==> src/hdl/adcbgp_pkg.sv <==
`timescale 1ns / 1ps

package adcbgp_pkg;

    localparam int RawW   = 32;
    localparam int PcmW   = 16;
    localparam int GainW  = 4;
    localparam int PoleW  = 15;
    localparam int CfgIdxW = 8;

    localparam logic [GainW-1:0] GainReset = 4'd6;
    localparam logic [PoleW-1:0] PoleReset = 15'd32604;

    localparam logic [CfgIdxW-1:0] CFG_GAIN_FACTOR = 8'd0;
    localparam logic [CfgIdxW-1:0] CFG_POLE_COEFF  = 8'd1;

    localparam logic signed [PcmW-1:0] PcmMax = 16'sh7fff;
    localparam logic signed [PcmW-1:0] PcmMin = 16'sh8000;

    typedef struct packed {
        logic signed [RawW-1:0] raw_word;
        logic                   last_in_block;
    } in_item_t;

    typedef struct packed {
        logic signed [PcmW-1:0] pcm_sample;
        logic [PcmW-1:0]        block_peak;
        logic                   block_end;
    } out_item_t;

    // handshake between the sequencer and a serial multiplier
    typedef struct packed {
        logic start;
    } mul_req_t;

    typedef struct packed {
        logic done;
    } mul_rsp_t;

endpackage

==> src/hdl/adcbgp_pole_mul.sv <==
`timescale 1ns / 1ps

module adcbgp_pole_mul
    import adcbgp_pkg::*;
(
    input  logic                    clk,
    input  logic                    rst_n,
    input  mul_req_t                req,
    input  logic signed [RawW-1:0]  y,
    input  logic [PoleW-1:0]        pole,
    output mul_rsp_t                rsp,
    output logic [RawW-1:0]         fb
);

    localparam int CntW = $clog2(PoleW);
    localparam logic [CntW-1:0] LastBit = CntW'(PoleW - 1);

    logic signed [RawW:0]  acc_reg, acc_next;
    logic [PoleW-1:0]      coef_reg, coef_next;
    logic [CntW-1:0]       cnt_reg, cnt_next;
    logic                  busy_reg, busy_next;
    logic                  done_reg, done_next;
    logic signed [RawW:0]  addend;
    logic signed [RawW:0]  part;

    // LSB-first shift-add; the right shift each step drops exactly the
    // low product bits, so after PoleW steps acc = floor(y * pole / 2^15)
    always_comb
    begin
        addend    = coef_reg[0] ? {y[RawW-1], y} : '0;
        part      = acc_reg + addend;
        acc_next  = acc_reg;
        coef_next = coef_reg;
        cnt_next  = cnt_reg;
        busy_next = busy_reg;
        done_next = 1'b0;
        if (req.start)
        begin
            acc_next  = '0;
            coef_next = pole;
            cnt_next  = '0;
            busy_next = 1'b1;
        end
        else if (busy_reg)
        begin
            acc_next  = part >>> 1;
            coef_next = coef_reg >> 1;
            cnt_next  = cnt_reg + 1'b1;
            if (cnt_reg == LastBit)
            begin
                busy_next = 1'b0;
                done_next = 1'b1;
            end
        end
    end

    always_ff @(posedge clk or negedge rst_n)
    begin
        if (!rst_n)
        begin
            cnt_reg  <= '0;
            busy_reg <= 1'b0;
            done_reg <= 1'b0;
        end
        else
        begin
            cnt_reg  <= cnt_next;
            busy_reg <= busy_next;
            done_reg <= done_next;
        end
    end

    always_ff @(posedge clk)
    begin
        acc_reg  <= acc_next;
        coef_reg <= coef_next;
    end

    assign rsp.done = done_reg;
    assign fb       = acc_reg[RawW-1:0];

endmodule

==> src/hdl/adcbgp_gain_sat.sv <==
`timescale 1ns / 1ps

module adcbgp_gain_sat
    import adcbgp_pkg::*;
(
    input  logic                    clk,
    input  logic                    rst_n,
    input  mul_req_t                req,
    input  logic signed [RawW-1:0]  sum,
    input  logic [GainW-1:0]        gain,
    output mul_rsp_t                rsp,
    output logic signed [PcmW-1:0]  pcm,
    output logic [PcmW-1:0]         mag
);

    localparam int AccW = RawW + GainW;
    localparam int CntW = $clog2(GainW);
    localparam logic [CntW-1:0] LastBit = CntW'(GainW - 1);

    logic signed [AccW-1:0] acc_reg, acc_next;
    logic signed [RawW-1:0] mcand_reg, mcand_next;
    logic [GainW-1:0]       g_reg, g_next;
    logic [CntW-1:0]        cnt_reg, cnt_next;
    logic                   busy_reg, busy_next;
    logic                   done_reg, done_next;
    logic signed [AccW-1:0] addend;

    // MSB-first over the gain bits
    always_comb
    begin
        addend     = g_reg[GainW-1] ? AccW'(mcand_reg) : '0;
        acc_next   = acc_reg;
        mcand_next = mcand_reg;
        g_next     = g_reg;
        cnt_next   = cnt_reg;
        busy_next  = busy_reg;
        done_next  = 1'b0;
        if (req.start)
        begin
            acc_next   = '0;
            mcand_next = sum;
            g_next     = gain;
            cnt_next   = '0;
            busy_next  = 1'b1;
        end
        else if (busy_reg)
        begin
            acc_next = (acc_reg <<< 1) + addend;
            g_next   = g_reg << 1;
            cnt_next = cnt_reg + 1'b1;
            if (cnt_reg == LastBit)
            begin
                busy_next = 1'b0;
                done_next = 1'b1;
            end
        end
    end

    always_ff @(posedge clk or negedge rst_n)
    begin
        if (!rst_n)
        begin
            cnt_reg  <= '0;
            busy_reg <= 1'b0;
            done_reg <= 1'b0;
        end
        else
        begin
            cnt_reg  <= cnt_next;
            busy_reg <= busy_next;
            done_reg <= done_next;
        end
    end

    always_ff @(posedge clk)
    begin
        acc_reg   <= acc_next;
        mcand_reg <= mcand_next;
        g_reg     <= g_next;
    end

    always_comb
    begin
        if (acc_reg > AccW'(PcmMax))
            pcm = PcmMax;
        else if (acc_reg < AccW'(PcmMin))
            pcm = PcmMin;
        else
            pcm = acc_reg[PcmW-1:0];
        // -32768 maps to 0x8000 as unsigned
        mag = pcm[PcmW-1] ? (~pcm + 1'b1) : pcm;
    end

    assign rsp.done = done_reg;

endmodule

==> src/hdl/audio_dc_block_gain_peak_unit.sv <==
`timescale 1ns / 1ps
// DC-blocking high-pass, integer gain with int16 saturation, block peak meter.
// Input channel (in_valid/in_ready, in_data): one left-channel I2S word per
// request; bits 31:16 form the sample. last_in_block closes a peak block.
// Output channel (out_valid/out_ready, out_data): one result per request with
// the saturated sample; on a block's last request it also carries the block
// peak (0..32768) with block_end set, and the peak restarts from zero.
// Config channel (cfg_valid/cfg_ready, cfg_index, cfg_data): index 0 gain,
// index 1 pole coefficient (Q15). Always ready; write only while idle.
// Timing: one request at a time. The feedback product runs bit-serially over
// the 15 pole bits, then the gain over its 4 bits; the result is then loaded
// into the output register and a new request can be taken. The output register
// lets the next request be accepted while a result still waits; if it is still
// occupied when the next result finishes, that result holds in the datapath
// until out_ready frees it.
// Reset (rst_n, asynchronous): filter history and peak cleared, gain 6,
// pole 32604, no result pending.
module audio_dc_block_gain_peak_unit
    import adcbgp_pkg::*;
(
    input  logic                clk,
    input  logic                rst_n,
    input  logic                in_valid,
    output logic                in_ready,
    input  in_item_t            in_data,
    output logic                out_valid,
    input  logic                out_ready,
    output out_item_t           out_data,
    input  logic                cfg_valid,
    output logic                cfg_ready,
    input  logic [CfgIdxW-1:0]  cfg_index,
    input  logic [PoleW-1:0]    cfg_data
);

    typedef enum logic [3:0] {
        S_IDLE = 4'b0001,
        S_FB   = 4'b0010,
        S_GAIN = 4'b0100,
        S_OUT  = 4'b1000
    } state_t;

    state_t                 state_reg, state_next;
    logic [GainW-1:0]       gain_reg;
    logic [PoleW-1:0]       pole_reg;
    logic signed [PcmW-1:0] x_reg;
    logic                   last_reg;
    logic signed [PcmW-1:0] prev_in_reg;
    logic signed [RawW-1:0] prev_out_reg;
    logic [PcmW-1:0]        peak_reg;
    logic                   out_valid_reg;
    out_item_t              out_reg;

    mul_req_t               fb_req, gn_req;
    mul_rsp_t               fb_rsp, gn_rsp;
    logic [RawW-1:0]        fb;
    logic signed [RawW-1:0] sum;
    logic signed [PcmW-1:0] pcm;
    logic [PcmW-1:0]        mag;
    logic [PcmW-1:0]        peak_new;
    logic                   in_fire, cfg_fire, load_out;

    assign in_ready  = (state_reg == S_IDLE);
    assign in_fire   = in_valid && in_ready;
    assign cfg_ready = 1'b1;
    assign cfg_fire  = cfg_valid && cfg_ready;
    assign load_out  = (state_reg == S_OUT) && (!out_valid_reg || out_ready);

    assign sum = RawW'(x_reg) - RawW'(prev_in_reg) + $signed(fb);
    assign peak_new = (mag > peak_reg) ? mag : peak_reg;

    assign fb_req.start = in_fire;
    assign gn_req.start = (state_reg == S_FB) && fb_rsp.done;

    adcbgp_pole_mul u_pole_mul (
        .clk   (clk),
        .rst_n (rst_n),
        .req   (fb_req),
        .y     (prev_out_reg),
        .pole  (pole_reg),
        .rsp   (fb_rsp),
        .fb    (fb)
    );

    adcbgp_gain_sat u_gain_sat (
        .clk   (clk),
        .rst_n (rst_n),
        .req   (gn_req),
        .sum   (sum),
        .gain  (gain_reg),
        .rsp   (gn_rsp),
        .pcm   (pcm),
        .mag   (mag)
    );

    always_comb
    begin
        state_next = state_reg;
        case (state_reg)
            S_IDLE:
            begin
                if (in_fire)
                    state_next = S_FB;
            end
            S_FB:
            begin
                if (fb_rsp.done)
                    state_next = S_GAIN;
            end
            S_GAIN:
            begin
                if (gn_rsp.done)
                    state_next = S_OUT;
            end
            S_OUT:
            begin
                if (load_out)
                    state_next = S_IDLE;
            end
            default:
            begin
                state_next = S_IDLE;
            end
        endcase
    end

    always_ff @(posedge clk or negedge rst_n)
    begin
        if (!rst_n)
        begin
            state_reg     <= S_IDLE;
            gain_reg      <= GainReset;
            pole_reg      <= PoleReset;
            prev_in_reg   <= '0;
            prev_out_reg  <= '0;
            peak_reg      <= '0;
            out_valid_reg <= 1'b0;
        end
        else
        begin
            state_reg <= state_next;
            if (cfg_fire)
            begin
                if (cfg_index == CFG_GAIN_FACTOR)
                    gain_reg <= cfg_data[GainW-1:0];
                else if (cfg_index == CFG_POLE_COEFF)
                    pole_reg <= cfg_data;
            end
            if (gn_req.start)
            begin
                prev_in_reg  <= x_reg;
                prev_out_reg <= sum;
            end
            if (load_out)
            begin
                peak_reg      <= last_reg ? '0 : peak_new;
                out_valid_reg <= 1'b1;
            end
            else if (out_ready)
                out_valid_reg <= 1'b0;
        end
    end

    always_ff @(posedge clk)
    begin
        if (in_fire)
        begin
            x_reg    <= in_data.raw_word[RawW-1 -: PcmW];
            last_reg <= in_data.last_in_block;
        end
        if (load_out)
        begin
            out_reg.pcm_sample <= pcm;
            out_reg.block_peak <= last_reg ? peak_new : '0;
            out_reg.block_end  <= last_reg;
        end
    end

    assign out_valid = out_valid_reg;
    assign out_data  = out_reg;

endmodule

==> config.mk <==
export PLATFORM = sky130hd
export DESIGN_NAME = audio_dc_block_gain_peak_unit
export DESIGN_NICKNAME = d
export VERILOG_FILES = /design/src/hdl/adcbgp_pkg.sv /design/src/hdl/adcbgp_pole_mul.sv /design/src/hdl/adcbgp_gain_sat.sv /design/src/hdl/audio_dc_block_gain_peak_unit.sv
export SDC_FILE = /design/constraint.sdc
export NUM_CORES = 1
export LEC_CHECK = 0
export BUFFER_PORTS_ARGS = -buffer_cell sky130_fd_sc_hd__buf_4
export CAP_MARGIN = 20
export CORE_MARGIN = 4
export CORE_UTILIZATION = 51
export DETAILED_ROUTE_END_ITERATION = 6
export PLACE_DENSITY = 0.71
export SYNTH_ARGS = -nofsm -noshare
export SYNTH_HDL_FRONTEND = slang
export SYNTH_HIERARCHICAL = 1
export SYNTH_SLANG_ARGS = --single-unit
==> constraint.sdc <==
create_clock -name clk -period 9.1 [get_ports clk]
set_input_delay 0.91 -clock clk [delete_from_list [all_inputs] [get_ports clk]]
set_output_delay 0.91 -clock clk [all_outputs]
set_load 0.05 [all_outputs]
---- Yosys cells after proc, flatten, opt, wreduce, memory -nomap -nowiden ----
Cells that the tools add are included.
W data, S select, Z words.
operators by class
  add/sub/neg operators ................... 7
  $lt $le $gt $ge ......................... 3
  eq/ne operators ......................... 11
  muxes and demuxes ....................... 34
  bitwise gates (word level) .............. 2
  reductions and logical operators ........ 12
operator list
  kind                     number
  $mux W16                 5
  $add A36 B36 Y36         1
  $gt A36 B16 Y1 const B   1
  $lt A36 B16 Y1 const B   1
  $mux W36                 1
  $add A32 B33 Y33         1
  $mux W33                 1
  $add A17 B32 Y32         1
  $mux W4                  8
  $mux W15                 2
  $sub A16 B16 Y17         1
  $add A16 B1 Y16 const B  1
  $gt A16 B16 Y1           1
  $not A16 Y16             1
  $pmux W4 S4              1
  $mux W1                  14
  $eq A4 B4 Y1 const B     2
  $eq A8 B1 Y1 const B     1
  $logic_not A8 Y1         1
  $ne A2 B1 Y1 const B     3
  $reduce_bool A2 Y1       3
  $add A4 B1 Y4 const B    1
  $eq A4 B1 Y1 const B     1
  $eq A4 B2 Y1 const B     1
  12 further kinds         15
word-level totals
  flip-flop bits (word level) ............. 267
  input bits .............................. 61
  output and inout port bits .............. 36
  logic and storage cells ................. 92

---- Longest topological paths before layout ----
  depth after elaboration ................. 9
  depth in mapped cells ................... 22
  gate-level depth less buffers ........... 18

---- Hierarchy ----
The synthesis kept the hierarchy.
modules (own cells, without submodules)
  module                         times used  cells each  area an instance (um^2)  seq. area each (um^2)
  audio_dc_block_gain_peak_unit  1           848         8535.7                   3721.1
  adcbgp_gain_sat                1           618         5321.4                   1901.8
  adcbgp_pole_mul                1           462         3965.1                   1241.2

---- Worst setup path after synthesis ----
No wires, ideal clock.
  path kind ............................... register to register
  start point ............................. register u_gain_sat.acc_reg[15]
  end point ............................... register peak_reg[10]
  setup time .............................. 0.122 ns
  data arrival time ....................... 4.214 ns
  required time ........................... 8.978 ns
  setup slack ............................. 4.764 ns
  cell stages (with the launch flop) ...... 21
  path buffers ............................ 3
  clock period less this slack ............ 4.336 ns
  cells stage by stage .................... dfxtp_1 -> nand4_1 -> or3_1 -> nor3_2 -> nand2b_1 -> buf_2 -> buf_2 -> a21oi_1 -> ha_1 -> inv_1 -> a21o_1 -> o21ai_0 -> xnor2_1 -> ha_1 -> a21o_1 -> a21oi_1 -> or4_1 -> and4_1 -> nand3b_1 -> clkbuf_1 -> a32o_1
between the ends
  word-level cells in the longest chain between the ends .. 9
  elaborated cells between the ends (all ways) .. 10
  those cells by class .................... add/sub: 1; order compare: 3; mux: 5; bitwise: 1
RTL lines
  item                    line                                  text
  start, declared         adcbgp_gain_sat.sv:20                 logic signed [AccW-1:0] acc_reg, acc_next;
  start signal, assigned  adcbgp_gain_sat.sv:77                 acc_reg <= acc_next;
  $lt A36 B16 Y1          adcbgp_gain_sat.sv:86                 else if (acc_reg < AccW'(PcmMin))
  $mux W16                adcbgp_gain_sat.sv:86
  $mux W16 (*)            adcbgp_gain_sat.sv:84                 if (acc_reg > AccW'(PcmMax))
  $not A16 Y16            adcbgp_gain_sat.sv:91                 mag = pcm[PcmW-1] ? (~pcm + 1'b1) : pcm;
  $add A16 B1 Y16         adcbgp_gain_sat.sv:91
  $mux W16 (*)            adcbgp_gain_sat.sv:91
  via mag[6]              audio_dc_block_gain_peak_unit.sv:58   logic [PcmW-1:0] mag;
  $gt A16 B16 Y1 (*)      audio_dc_block_gain_peak_unit.sv:69   assign peak_new = (mag > peak_reg) ? mag : peak_reg;
  $mux W16 (*)            audio_dc_block_gain_peak_unit.sv:69
  $mux W16 (*)            audio_dc_block_gain_peak_unit.sv:155  peak_reg <= last_reg ? '0 : peak_new;
  end signal, assigned    audio_dc_block_gain_peak_unit.sv:155
  end, declared           audio_dc_block_gain_peak_unit.sv:49   logic [PcmW-1:0] peak_reg;
Mark *: on every way through the listed nets, which the timed path passes. The rest lies on a longest branch.
A chain may end at the register's enable or synchronous reset.

---- Worst setup path in the final report ----
  start point ............................. register u_gain_sat.acc_reg[15]
  end point ............................... register out_reg (netlist bit out_data[14]) (data pin)
between the ends
  word-level cells in the longest chain between the ends .. 8
  elaborated cells between the ends (all ways) .. 9
  those cells by class .................... add/sub: 1; order compare: 3; mux: 4; bitwise: 1
RTL lines
  item                line                                 text
  $lt A36 B16 Y1      adcbgp_gain_sat.sv:86
  $mux W16            adcbgp_gain_sat.sv:86
  $mux W16 (*)        adcbgp_gain_sat.sv:84
  $not A16 Y16        adcbgp_gain_sat.sv:91
  $add A16 B1 Y16     adcbgp_gain_sat.sv:91
  $mux W16 (*)        adcbgp_gain_sat.sv:91
  via mag[14]         audio_dc_block_gain_peak_unit.sv:58
  $gt A16 B16 Y1 (*)  audio_dc_block_gain_peak_unit.sv:69
  $mux W16 (*)        audio_dc_block_gain_peak_unit.sv:69
  end, declared       audio_dc_block_gain_peak_unit.sv:51  out_item_t out_reg;
Marked as above.

==> PnR_summary.wiki <==
{| class="wikitable"
! Metric !! Value
|-
| Fraction of final layout cells sized beyond drive strength 1 || between 10% and 20%
|-
| Clock group share of total power || 25.2%
|-
| Number of synthesized flops with an enable pin || around 100
|-
| Worst-case setup slack after placement || 3.14 ns
|-
| Detailed-route wire length || 41000 um
|-
| Post-route cell area || about 20000 um^2
|-
| Die Footprint || approximately 38000 um^2
|-
| Top_reg_cell synth || sky130_fd_sc_hd__edfxtp_1
|-
| Synth warn || 6
|-
| Seq. cell area || between 6000 and 7000 um^2
|-
| Hold Fails Final Rpt || 0
|-
| Area added between synthesis and finish || 10.6%
|-
| Endpoint class of the critical path || flop
|-
| Unrepaired setup endpoints after global routing || false
|-
| Status || complete, no violations
|-
| Routability Congestion || approximately 0.90
|-
| Area of the multi-input gates || between 9000 and 10000 um^2
|-
| # DRC || 0
|-
| Setup TNS after final layout || 0 ns
|-
| Buf+Inv Stages, Crit Path || 1
|-
| Number of storage elements in the synthesis netlist || 267
|-
| Crit-path max FO || 18
|-
| Pins Over Slew Limit || 0
|-
| Internal portion of total power || about 3.0 mW
|-
| Antenna diodes || 0
|-
| Mapped cell area || 17800 um^2
|-
| Std cell rows || just under 70
|-
| Portion of the clock cycle consumed by the worst path in the final layout || 65.9%
|-
| Post-CTS setup buffers || 0
|-
| Portion of total power attributed to sequential cells || 33.5%
|-
| DIE WIDTH || 195 um
|-
| Net switching power figure || 1.93 mW
|-
| Cell at the root of the clock tree || sky130_fd_sc_hd__clkbuf_16
|-
| Cells along the critical path || nand4_1 > or3_1 > nor3_2 > nand2b_1 > a21oi_1 > ha_1 > inv_1 > o21ai_2 > o21ai_1 > xor2_1 > ha_1 > nand3_1 > nor4_2 > o21ai_1 > and4_1 > a21oi_4 > mux2i_1
|-
| Number of iterations in the first detailed-routing pass || 5
|-
| Max Cap Violations || 0
|-
| Worst setup skew after layout || a little under 0.01 ns
|-
| Top delay family on crit path || simple AND/OR/NAND/NOR gates
|-
| Routed WL per cell || 16.8 um
|-
| Final Critical Period || 5.99 ns
|-
| Type of the worst setup path || flop to flop
|-
| Via density || 5.71
|-
| Fraction of registers with async set/reset || between 30 and 40%
|-
| Post-detailed-placement half-perimeter wirelength || a little over 30000 um
|-
| Critical path data required time || ~9.5 ns
|-
| Static leakage || roughly 8.6 nW
|-
| Mean instance size in the synthesized netlist || approximately 9.2 um^2
|-
| Number of buffers created by CTS || 31
|-
| CP Launch Type || flop
|-
| Most common library cell in the layout ignoring fill and taps || sky130_fd_sc_hd__nand2_1
|-
| Number of antenna-violating nets in the routed design || 0
|-
| Crit-path slowest cell || sky130_fd_sc_hd__nor3_2
|-
| Type of the most critical hold path || input pin to asynchronous set/reset pin
|-
| Final core utilization || 57.1%
|-
| Fmax achieved || approximately 170 MHz
|-
| Synthesized Nets || between 2000 and 2500
|-
| IO Count || just under 100
|-
| Data arrival time of the critical path || between 6 and 7 ns
|-
| Die Ht || between 150 and 200 um
|-
| Instance area after placement || ~19000 um^2
|-
| Fraction of power spent switching nets || about 39%
|-
| Antenna violations before repair || 0
|-
| Actual transition at the worst max-transition pin || about 1 ns
|-
| Pwr/cell area || roughly 250 nW/um^2
|-
| Number of endpoints failing setup at the final stage || 0
|-
| Post-route worst setup slack || just over 3 ns
|-
| Port Buffer Count || 79
|-
| Maximum number of pins on one net before global-route repair || around 80
|-
| Core area || 34500 um^2
|-
| Clock Tree Buf Depth || 3
|-
| Reg2Reg Setup Slack || roughly 3.1 ns
|-
| Worst rel slew slack || approximately a third
|-
| Max reg flops || 36
|-
| Total number of vias || around 14000
|-
| CP peak stage delay || approximately 0.67 ns
|-
| Iteration-0 DRC count of the detailed router || between 800 and 900
|-
| Proportion of power drawn by combinational gates || between 40% and 50%
|-
| Worst vdd rail ir drop || around 150 uV
|-
| Effective utilization at floorplan || 51.6%
|-
| Resized cells post-CTS || 0
|-
| Global-route wire length before repair || a little under 70000 um
|-
| Total of hold buffers inserted after clock tree synthesis || 0
|-
| Clock tree from TritonCTS || yes
|-
| Commonest non-fill, non-tap cells in the layout || sky130_fd_sc_hd__nand2_1, sky130_fd_sc_hd__inv_1, sky130_fd_sc_hd__ha_1, sky130_fd_sc_hd__a21oi_1, sky130_fd_sc_hd__nor2_1
|-
| Distinct cell type count after synthesis || 98
|-
| Filler Cell Count || slightly above 3000
|-
| Global-route total usage across every layer || a little over a fifth
|-
| Via count of the first global-routing pass || around 14000
|-
| Critical R2R Launch || u_gain_sat/acc_reg[15]$_SDFFE_PP0P_
|-
| Clock transition at path regs || about 0.06 ns
|-
| Worst R2R Path Depth || 17
|-
| Total congestion overflow || 0
|-
| Num Clock Sinks || approximately 270
|-
| Number of instances in the synthesized netlist || 1928
|-
| H-tree levels || 1
|-
| Post-synthesis sequential area ratio || roughly two fifths
|-
| Net count reported at finish || ~2200
|-
| Endpoint of the worst-slack reg-to-reg timing path || out_data[14]$_SDFFCE_PN0P_
|-
| Clock network latency to the later pin of the worst-skew pair || between 0.5 and 0.6 ns
|}
## cell usage after synthesis (38+ instances only)
cell / instances / share of area (%)
sky130_fd_sc_hd__nand2_1: 249 / 5.2
sky130_fd_sc_hd__inv_1: 162 / 3.4
sky130_fd_sc_hd__ha_1: 118 / 8.3
sky130_fd_sc_hd__a21oi_1: 116 / 3.3
sky130_fd_sc_hd__nor2_1: 114 / 2.4
sky130_fd_sc_hd__o21ai_0: 107 / 3.0
sky130_fd_sc_hd__edfxtp_1: 101 / 17
sky130_fd_sc_hd__dfrtp_1: 84 / 12
sky130_fd_sc_hd__dfxtp_1: 68 / 7.6
sky130_fd_sc_hd__and2_1: 67 / 2.4
sky130_fd_sc_hd__clkbuf_1: 58 / 1.2
sky130_fd_sc_hd__xnor2_1: 53 / 2.6
sky130_fd_sc_hd__mux2_2: 47 / 3.0
sky130_fd_sc_hd__a21o_1: 43 / 1.8
sky130_fd_sc_hd__mux2i_1: 41 / 2.3
sky130_fd_sc_hd__nand4_1: 38 / 1.3
## final cells by class
cell class / count / area share (%)
multi-input cells: 1410 / 50.6
flip-flops and latches: 267 / 34.8
clock buffers: 49 / 4.75
repair buffers: 88 / 3.35
inverters: 163 / 3.11
well taps: 455 / 2.89
clock inverters: 8 / 0.482
## kinds of logic (layout without fill, tap and decap cells)
kind of cell / after synthesis / in the layout / share of synthesized area, %
AND/OR/NAND/NOR: 618 / 618 / 16.8
other: 1 / 1 / 0.0210
AO/OA/AOI/OAI: 464 / 464 / 17.5
flip-flops: 267 / 267 / 38.5
adder cells (fa/ha/maj): 151 / 151 / 12.0
buffers and inverters: 251 / 308 / 5.59
XOR/XNOR: 88 / 88 / 4.32
multiplexers: 88 / 88 / 5.27
## power by group through the flow
stage               logic, mW  registers, mW  clock network, mW
floorplan                1.61           1.61                  0
global placement         1.98           1.68                  0
detailed placement       2.03           1.68                  0
CTS                      2.04           1.66               1.28
global route             2.30           1.69               1.33
finish                   2.05           1.67               1.25
## metrics by stage
step                      total power [mW]  hold WS, ns  std cells
final                                 4.97        0.356       2440
after global routing                  5.32        0.379       2440
after CTS                             4.98        0.355       2440
after detailed placement              3.71        0.457       2383
after global placement                3.66        0.449       2383
after floorplan                       3.22        0.424       1928
## metal layers
layer	GRT usage, %	routed length [um]	up-vias	share of wire, %
met5	0	0	-	0
met4	6.52	1290	0	3.1
met3	2.84	2120	80	5.2
met2	34.3	18700	343	46
met1	29.5	18900	6624	46
li1	-	-	6893	-
## worst reg2reg max path: stages (launching register included)
cell                       delay (ns)
sky130_fd_sc_hd__dfxtp_1         0.50
sky130_fd_sc_hd__nand4_1         0.14
sky130_fd_sc_hd__or3_1           0.44
sky130_fd_sc_hd__nor3_2          0.67
sky130_fd_sc_hd__nand2b_1        0.60
sky130_fd_sc_hd__a21oi_1         0.20
sky130_fd_sc_hd__ha_1            0.25
sky130_fd_sc_hd__inv_1           0.15
sky130_fd_sc_hd__o21ai_2         0.10
sky130_fd_sc_hd__o21ai_1         0.15
sky130_fd_sc_hd__xor2_1          0.40
sky130_fd_sc_hd__ha_1            0.21
sky130_fd_sc_hd__nand3_1         0.11
sky130_fd_sc_hd__nor4_2          0.51
sky130_fd_sc_hd__o21ai_1         0.14
sky130_fd_sc_hd__and4_1          0.29
sky130_fd_sc_hd__a21oi_4         0.61
sky130_fd_sc_hd__mux2i_1         0.36
## how the worst max path moves through the flow
stage	slack (ns)	depth (start not counted)	endpoint	start
detailed placement	3.14	17	out_data[14]$_SDFFCE_PN0P_	u_gain_sat/acc_reg[15]$_SDFFE_PP0P_
floorplan	4.76	20	peak_reg[10]$_DFFE_PN0P_	u_gain_sat/acc_reg[15]$_SDFFE_PP0P_
global placement	3.29	17	out_data[14]$_SDFFCE_PN0P_	u_gain_sat/acc_reg[15]$_SDFFE_PP0P_
CTS	3.14	17	out_data[14]$_SDFFCE_PN0P_	u_gain_sat/acc_reg[15]$_SDFFE_PP0P_
global route	2.58	17	peak_reg[14]$_DFFE_PN0P_	u_gain_sat/acc_reg[15]$_SDFFE_PP0P_
finish	3.11	17	out_data[14]$_SDFFCE_PN0P_	u_gain_sat/acc_reg[15]$_SDFFE_PP0P_
Power figures use the tool's default switching activity.
